`src/rtl/linear_arrangement_crossing_counter_defines.svh`:
```
// ---------------------------------------------------------------------------
// crossing counter assertion macros
// shared property wrappers, sampled on clock and disabled in reset
// ---------------------------------------------------------------------------
`ifndef LINEAR_ARRANGEMENT_CROSSING_COUNTER_DEFINES_SVH
`define LINEAR_ARRANGEMENT_CROSSING_COUNTER_DEFINES_SVH

// property that must hold at every edge
`define LACC_ASSERT(label, prop, msg) \
   label: assert property (@(posedge clock) disable iff (reset) (prop)) else $error(msg);

// consequence that must hold in the cycle after the antecedent
`define LACC_ASSERT_NEXT(label, ante, cons, msg) \
   label: assert property (@(posedge clock) disable iff (reset) (ante) |=> (cons)) \
      else $error(msg);

`endif

```
`src/rtl/lacc_pkg.sv`:
```
// ---------------------------------------------------------------------------
// lacc_pkg
// constants, codes and controller/datapath types of the crossing counter
// ---------------------------------------------------------------------------
package lacc_pkg;

   localparam int MAX_NODES  = 256;
   localparam int MAX_EDGES  = 512;
   localparam int MIN_NODES  = 4;

   localparam int NODE_W     = $clog2(MAX_NODES);
   localparam int NODE_CNT_W = 9;
   localparam int EDGE_AW    = $clog2(MAX_EDGES);
   localparam int EDGE_CW    = EDGE_AW + 1;
   localparam int CROSS_W    = 17;
   localparam int SPAN_W     = 2 * NODE_W;
   localparam int CMD_W      = 2;
   localparam int STATUS_W   = 2;

   localparam logic [CROSS_W-1:0] CROSS_MAX = '1;

   // configuration port
   localparam int CSR_AW = 3;
   localparam int CSR_DW = 32;
   localparam logic CSR_IDX_NODE_COUNT = 1'b0;

   // command codes
   localparam logic [CMD_W-1:0] CMD_SET_POS  = 2'd0;
   localparam logic [CMD_W-1:0] CMD_ADD_EDGE = 2'd1;
   localparam logic [CMD_W-1:0] CMD_COUNT    = 2'd2;
   localparam logic [CMD_W-1:0] CMD_CLEAR    = 2'd3;

   // status codes
   localparam logic [STATUS_W-1:0] STATUS_OK    = 2'd0;
   localparam logic [STATUS_W-1:0] STATUS_FULL  = 2'd1;
   localparam logic [STATUS_W-1:0] STATUS_RANGE = 2'd2;

   typedef enum logic [2:0] {
      ST_IDLE,
      ST_PREP,
      ST_LOAD,
      ST_SCAN,
      ST_DRAIN
   } ctrl_state_type;

   typedef struct packed {
      logic               set_pos;
      logic               add_edge;
      logic               clear_all;
      logic               count_zero;
      logic               count_done;
      logic               acc_clear;
      logic               edge_rd;
      logic               span_load;
      logic               span_scan;
      logic [EDGE_AW-1:0] index;
   } dp_cmd_type;

   typedef struct packed {
      logic [EDGE_CW-1:0] edges_stored;
      logic               count_trivial;
      logic               prep_busy;
      logic               scan_busy;
   } dp_status_type;

endpackage

```
`src/rtl/lacc_ctrl.sv`:
```
// ---------------------------------------------------------------------------
// lacc_ctrl
// controller: request decode, count sequencing over edge pairs, response
// ---------------------------------------------------------------------------
`include "linear_arrangement_crossing_counter_defines.svh"

module lacc_ctrl
   import lacc_pkg::*;
(
   input  logic             clock,
   input  logic             reset,
   input  logic             req_valid,
   input  logic [CMD_W-1:0] req_command,
   output logic             req_ready,
   output logic             rsp_valid,
   input  logic             rsp_ready,
   output dp_cmd_type       cmd,
   input  dp_status_type    status
);

   ctrl_state_type     state_ff, state_in;
   logic [EDGE_CW-1:0] idx_ff, idx_in;
   logic [EDGE_CW-1:0] row_ff, row_in;
   logic               rsp_valid_ff, rsp_valid_in;

   logic               accept;
   logic [EDGE_CW-1:0] n, last, row_next;
   logic               rsp_write;

   assign n         = status.edges_stored;
   assign last      = n - EDGE_CW'(1);
   assign row_next  = row_ff + EDGE_CW'(1);
   assign req_ready = (state_ff == ST_IDLE) && (!rsp_valid_ff || rsp_ready);
   assign accept    = req_valid && req_ready;

   // next state
   always_comb begin
      state_in = state_ff;
      unique case (state_ff)
         ST_IDLE: begin
            if (accept && (req_command == CMD_COUNT) && !status.count_trivial) begin
               state_in = ST_PREP;
            end
         end
         ST_PREP: begin
            if ((idx_ff == n) && !status.prep_busy) begin
               state_in = ST_LOAD;
            end
         end
         ST_LOAD: begin
            state_in = ST_SCAN;
         end
         ST_SCAN: begin
            if (idx_ff == last) begin
               state_in = (row_next == last) ? ST_DRAIN : ST_LOAD;
            end
         end
         ST_DRAIN: begin
            if (!status.scan_busy) begin
               state_in = ST_IDLE;
            end
         end
         default: begin
            state_in = ST_IDLE;
         end
      endcase
   end

   // edge and row counters
   always_comb begin
      idx_in = idx_ff;
      row_in = row_ff;
      unique case (state_ff)
         ST_IDLE: begin
            idx_in = '0;
         end
         ST_PREP: begin
            if (idx_ff != n) begin
               idx_in = idx_ff + EDGE_CW'(1);
            end else begin
               row_in = '0;
            end
         end
         ST_LOAD: begin
            idx_in = row_next;
         end
         ST_SCAN: begin
            if (idx_ff == last) begin
               row_in = row_next;
            end else begin
               idx_in = idx_ff + EDGE_CW'(1);
            end
         end
         ST_DRAIN: begin
            idx_in = idx_ff;
         end
         default: begin
            idx_in = '0;
         end
      endcase
   end

   // datapath commands
   always_comb begin
      cmd = '0;
      unique case (state_ff)
         ST_IDLE: begin
            if (accept) begin
               unique case (req_command)
                  CMD_SET_POS:  cmd.set_pos   = 1'b1;
                  CMD_ADD_EDGE: cmd.add_edge  = 1'b1;
                  CMD_CLEAR:    cmd.clear_all = 1'b1;
                  CMD_COUNT: begin
                     if (status.count_trivial) begin
                        cmd.count_zero = 1'b1;
                     end else begin
                        cmd.acc_clear = 1'b1;
                     end
                  end
                  default: cmd = '0;
               endcase
            end
         end
         ST_PREP: begin
            if (idx_ff != n) begin
               cmd.edge_rd = 1'b1;
               cmd.index   = idx_ff[EDGE_AW-1:0];
            end
         end
         ST_LOAD: begin
            cmd.span_load = 1'b1;
            cmd.index     = row_ff[EDGE_AW-1:0];
         end
         ST_SCAN: begin
            cmd.span_scan = 1'b1;
            cmd.index     = idx_ff[EDGE_AW-1:0];
         end
         ST_DRAIN: begin
            cmd.count_done = !status.scan_busy;
         end
         default: begin
            cmd = '0;
         end
      endcase
   end

   always_comb begin
      rsp_write = cmd.set_pos || cmd.add_edge || cmd.clear_all
               || cmd.count_zero || cmd.count_done;
      priority if (rsp_write) begin
         rsp_valid_in = 1'b1;
      end else if (rsp_ready) begin
         rsp_valid_in = 1'b0;
      end else begin
         rsp_valid_in = rsp_valid_ff;
      end
   end

   always_ff @(posedge clock) begin
      if (reset) begin
         state_ff     <= ST_IDLE;
         idx_ff       <= '0;
         row_ff       <= '0;
         rsp_valid_ff <= 1'b0;
      end else begin
         state_ff     <= state_in;
         idx_ff       <= idx_in;
         row_ff       <= row_in;
         rsp_valid_ff <= rsp_valid_in;
      end
   end

   assign rsp_valid = rsp_valid_ff;

   `LACC_ASSERT(a_edge_rd_in_store, cmd.edge_rd |-> (idx_ff < n), "edge read past stored edges")
   `LACC_ASSERT(a_scan_above_row, (state_ff == ST_SCAN) |-> (idx_ff > row_ff), "scan index not above held row")
   `LACC_ASSERT(a_done_slot_free, cmd.count_done |-> !rsp_valid_ff, "count finished over a pending response")

endmodule

```
`config.mk`:
```
export PLATFORM = sky130hd
export DESIGN_NAME = lacc_ctrl
export DESIGN_NICKNAME = d
export VERILOG_FILES = /design/src/rtl/lacc_pkg.sv /design/src/rtl/lacc_ctrl.sv
export VERILOG_INCLUDE_DIRS = /design/src /design/src/rtl
export SDC_FILE = /design/constraint.sdc
export NUM_CORES = 1
export LEC_CHECK = 0
export BUFFER_PORTS_ARGS = -buffer_cell sky130_fd_sc_hd__buf_4
export CORE_MARGIN = 2
export CORE_UTILIZATION = 62
export DETAILED_ROUTE_END_ITERATION = 7
export PLACE_DENSITY = 0.87
export RECOVER_POWER = 100
export SYNTH_ARGS = -nofsm -noshare
export SYNTH_HDL_FRONTEND = slang
export SYNTH_SLANG_ARGS = --single-unit
```
`constraint.sdc`:
```
create_clock -name clock -period 4.5 [get_ports clock]
set_input_delay 0.675 -clock clock [delete_from_list [all_inputs] [get_ports clock]]
set_output_delay 0.675 -clock clock [all_outputs]
set_load 0.03 [all_outputs]
```
* After elaboration in Yosys (flattened, before gate mapping)
Index checks and enable logic that the tools add are counted.
Operators by class: $add $sub $neg 3, equality and inequality tests 18, mux-type cells 31, bitwise gates (word level) 1, reductions and logical operators 21
Operator list (count):
- 10-bit two-way mux | 4
- 10-bit one-hot mux with 4 select lines | 1
- 9-bit one-hot mux with 4 select lines | 1
- 10-bit == test | 3
- 10-bit by 1-bit adder with 10-bit output (second input constant) | 2
- 10-bit one-hot mux with 2 select lines | 1
- 18-bit two-way mux | 1
- 3-bit two-way mux | 5
- 3-bit one-hot mux with 5 select lines | 1
- 2-bit != test (second input constant) | 6
- 1-bit two-way mux | 11
- 10-bit != test | 1
- 10-bit by 1-bit subtractor with 10-bit output (second input constant) | 1
- 9-bit two-way mux | 1
- 1-bit one-hot mux with 2 select lines | 4
- 3-bit by 2-bit == test with 1-bit output (second input constant) | 2
- 3-bit AND reduction | 2
- 1-bit logical AND | 5
- 1-bit logical OR | 5
- 2-bit == test (second input constant) | 2
- 1-bit logical NOT | 4
- 4-bit two-way mux | 1
- 4-bit AND reduction | 1
- 2-bit nonzero test | 2
- other kinds (7) | 7
Word-level totals: register bits after elaboration 24, input port bits 19, output and inout bits 20, logic and storage cells 78

* Longest topological paths before layout
depth after elaboration 11, depth in mapped cells 9, depth with buffers taken out 8

* Least setup slack after synthesis
No wires, ideal clock.
path type input-to-output, start in status[8] (netlist bit), end out cmd[0] (netlist bit), data arrival time 2594 ps, required time 3825 ps, setup slack 1231 ps, stages on the path 8, path buffers 2, cell sequence clkbuf_1 -> xor2_1 -> nor4_1 -> nand3_1 -> and2_1 -> or2_2 -> clkbuf_1 -> a22o_1
RTL lines:
- start: declaration | line lacc_ctrl.sv:18 | input dp_status_type status
- end: declaration | line lacc_ctrl.sv:17 | output dp_cmd_type cmd,

==> metrics.md <==
| Metric | Value |
|---|---|
| Outcome | `complete, no violations` |
| Synth Cell Area | `~2400 um^2` |
| Cells taking the most area after synthesis | `dfxtp_1, xnor2_1, xor2_1` |
| Synth warn | `0` |
| Pwr per Cell Area | `between 150 and 200 nW/um^2` |
| Register area | `480 um^2` |
| Total CTS buffers | `3` |
| Htree depth | `1` |
| Gr usage total | `0.316` |
| Highest-count cells in the layout ignoring fill and taps | `nand2_1, dfxtp_1, nor2_1, buf_4, clkbuf_1` |
| Sequential area share after synthesis | `0.202` |
| Clk_lat worst skew | `~0.26 ns` |
| Worst Tran Pin Value | `about 1.0 ns` |
| CTS Hold Buffers Added | `0` |
| RSZ-0062 raised after global routing | `false` |
| CTS resizes | `0` |
| First-pass GRT wire length | `between 10000 and 15000 um` |
| Die width | `approximately 66 um` |
| Hold Crit Class | `flip-flop to flip-flop` |
| GP Congestion | `around 0.97` |
| Origin of the critical flop-to-flop path | `idx_ff[3]` |
| Final nets | `roughly 360` |
| Core Footprint | `roughly 3700 um^2` |
| DP HPWL | `4950 um` |
| Slew Limit Headroom | `0.308` |
| Drt drc | `0` |
| Final hold vios | `0` |
| Initial Util | `0.645` |
| Worst Setup SP | `state_ff[0]` |
| Design Area, Final | `roughly 2600 um^2` |
| Setup Buffers After CTS | `0` |
| Vias in the first global route | `2216` |
| DRT iter0 DRCs | `between 300 and 400` |
| Sink Count | `24` |
| Synth unique cells | `57` |
| Pin count of the biggest net entering global routing | `23` |
| WL/cell | `~17 um` |
| Most common cell after layout, fill and taps aside | `nand2_1` |
| Slew Limit Fails | `0` |
| Period utilization | `0.833` |
| # diodes | `0` |
| Critical path required time | `about 3.8 ns` |
| Die Y | `~66 um` |
| Syn avg cell area | `between 7 and 8 um^2` |
| Critical path data arrival time | `slightly above 3 ns` |
| Share of post-route cells with drive strength above 1 | `0.0988` |
| Area growth syn-to-layout | `7.57%` |
| Slowest-stage cell, CP | `or2_0` |
| PortBufs | `38` |
| Post-DP Area | `around 2600 um^2` |
| Worst hold slack | `between 0.5 and 0.6 ns` |
| Hold Path Origin | `row_ff[9]` |
| Mapped Cells | `~320` |
| Crit end category | `output pin` |
| Cell row count | `22` |
| CP top delay family | `simple AND/OR/NAND/NOR gates` |
| DR vias/cell | `about 6.5` |
| Router iterations before antenna repair | `5` |
| Worst vdd ir | `between 0.0001 and 0.00015 V` |
| Maximum fanout along the worst path | `14` |
| Setup tns final | `0 ns` |
| CTS Buffer Depth | `2` |
| Final setup violation count | `0` |
| IO Pins | `39` |
| Post-synth top area cell | `dfxtp_1` |
| Mapped Nets | `between 300 and 400` |
| Share of flip-flops with an asynchronous set or reset | `0` |
| CTS tree | `yes` |
| Total power | `approximately 420 uW` |
| Seq cells post-synth | `24` |
| Die ar. | `4350 um^2` |
| Final setup skew | `between 0.004 and 0.005 ns` |
| Top_reg_cell synth | `dfxtp_1` |
| Max Cap Viol | `0` |
| WP buf/inv | `2` |
| Initial antenna violation count | `0` |
| Clock transition at the registers of the reported paths | `0.08 ns` |
| Area of the multi-input gates | `~1700 um^2` |
| Post-DRT Antenna Nets | `0` |
| CTS root buf | `clkbuf_8` |
| Max Clk Rate | `between 0.2 and 0.3 GHz` |
| GR Overflow Total | `0` |
| CP Launch Type | `flip-flop` |
| Critical-path cell list | `nor2b_1, nand2_1, inv_1, or2_0, a22o_1, clkbuf_1` |
| Yosys top cell area share | `0.202` |
| Routed WL | `~6700 um` |
| Crit Path Category | `flip-flop to output pin` |
| Min cycle time layout | `~3.7 ns` |
| DR vias | `approximately 2.5k` |
| Filler cells | `329` |
| Leak pwr | `~0.00098 uW` |
| Max stage delay on crit path | `approximately 0.57 ns` |
| Post-synth EDFFs | `0` |
## where the power goes
part | total [uW] | internal (uW) | switching (uW) | leakage [uW]
registers | 215 | 213 | 1.24 | 0.000194
logic | 82.6 | 32.9 | 49.7 | 0.000768
clock network | 124 | 59.8 | 64.2 | 0.0000216
total | 421 | 306 | 115 | 0.000983
## sequential cells by signal (all words and copies together) (netlist names)
| signal | flops |
|---|---|
| idx_ff | 10 |
| row_ff | 10 |
| rsp_valid | 1 |
| state_ff | 3 |
## cell type report
| cell class | instances | area share |
|---|---|---|
| repair buffers | 38 | 0.0836 |
| clock buffers | 3 | 0.0161 |
| multi-input cells | 255 | 0.668 |
| well taps | 48 | 0.0235 |
| inverters | 14 | 0.0205 |
| flip-flops and latches | 24 | 0.188 |
## kinds of logic after synthesis
family	synth area share
mux	0.0431
xor+xnor	0.120
flops	0.202
fa+ha+maj	0.0158
simple gates	0.282
compound gates	0.267
buf+inv	0.0689
## synthesized netlist by cell type, drive strengths merged (6+ instances only)
cell type  number
nor4            7
xnor2          15
inv            14
mux2i           8
dfxtp          24
a211oi         11
buf             6
xor2           15
nand3          13
nor2           19
o211ai          6
clkbuf         17
nand2          34
nor3           14
a22o           10
a21oi           8
o21ai           7
## worst paths after layout
check / depth (start not counted) / slack [ns] / to
max: 6 / 0.75 / cmd[7]
min: 2 / 0.50 / row_ff[9]
max reg2reg: 5 / 1.39 / row_ff[3]
min reg2reg: 2 / 0.50 / row_ff[9]
## routing by layer
metal | track usage | vias up | share of wire
met1 | 0.433 | 1152 | 0.43
met5 | 0 | - | 0
met2 | 0.516 | 133 | 0.46
met4 | 0.0842 | 0 | 0.012
li1 | - | 1201 | -
met3 | 0.0477 | 9 | 0.098
## metrics by stage
stage / setup WS, ns / util / std cells
after floorplan: 1.23 / - / 316
after global routing: 0.624 / 0.694 / 382
final: 0.751 / 0.694 / 382
after detailed placement: 1.17 / 0.708 / 379
after global placement: 1.16 / 0.708 / 379
after CTS: 1.15 / 0.719 / 382
## worst reg2reg max path, cell delays in order, from the launching register on
cell       delay, ns
dfxtp_1         0.49
xor3_1          0.50
a2111oi_0       0.55
o2111a_1        0.59
a21boi_1        0.42
a311o_1         0.46
No activity file was read; power rests on OpenSTA's default activity.
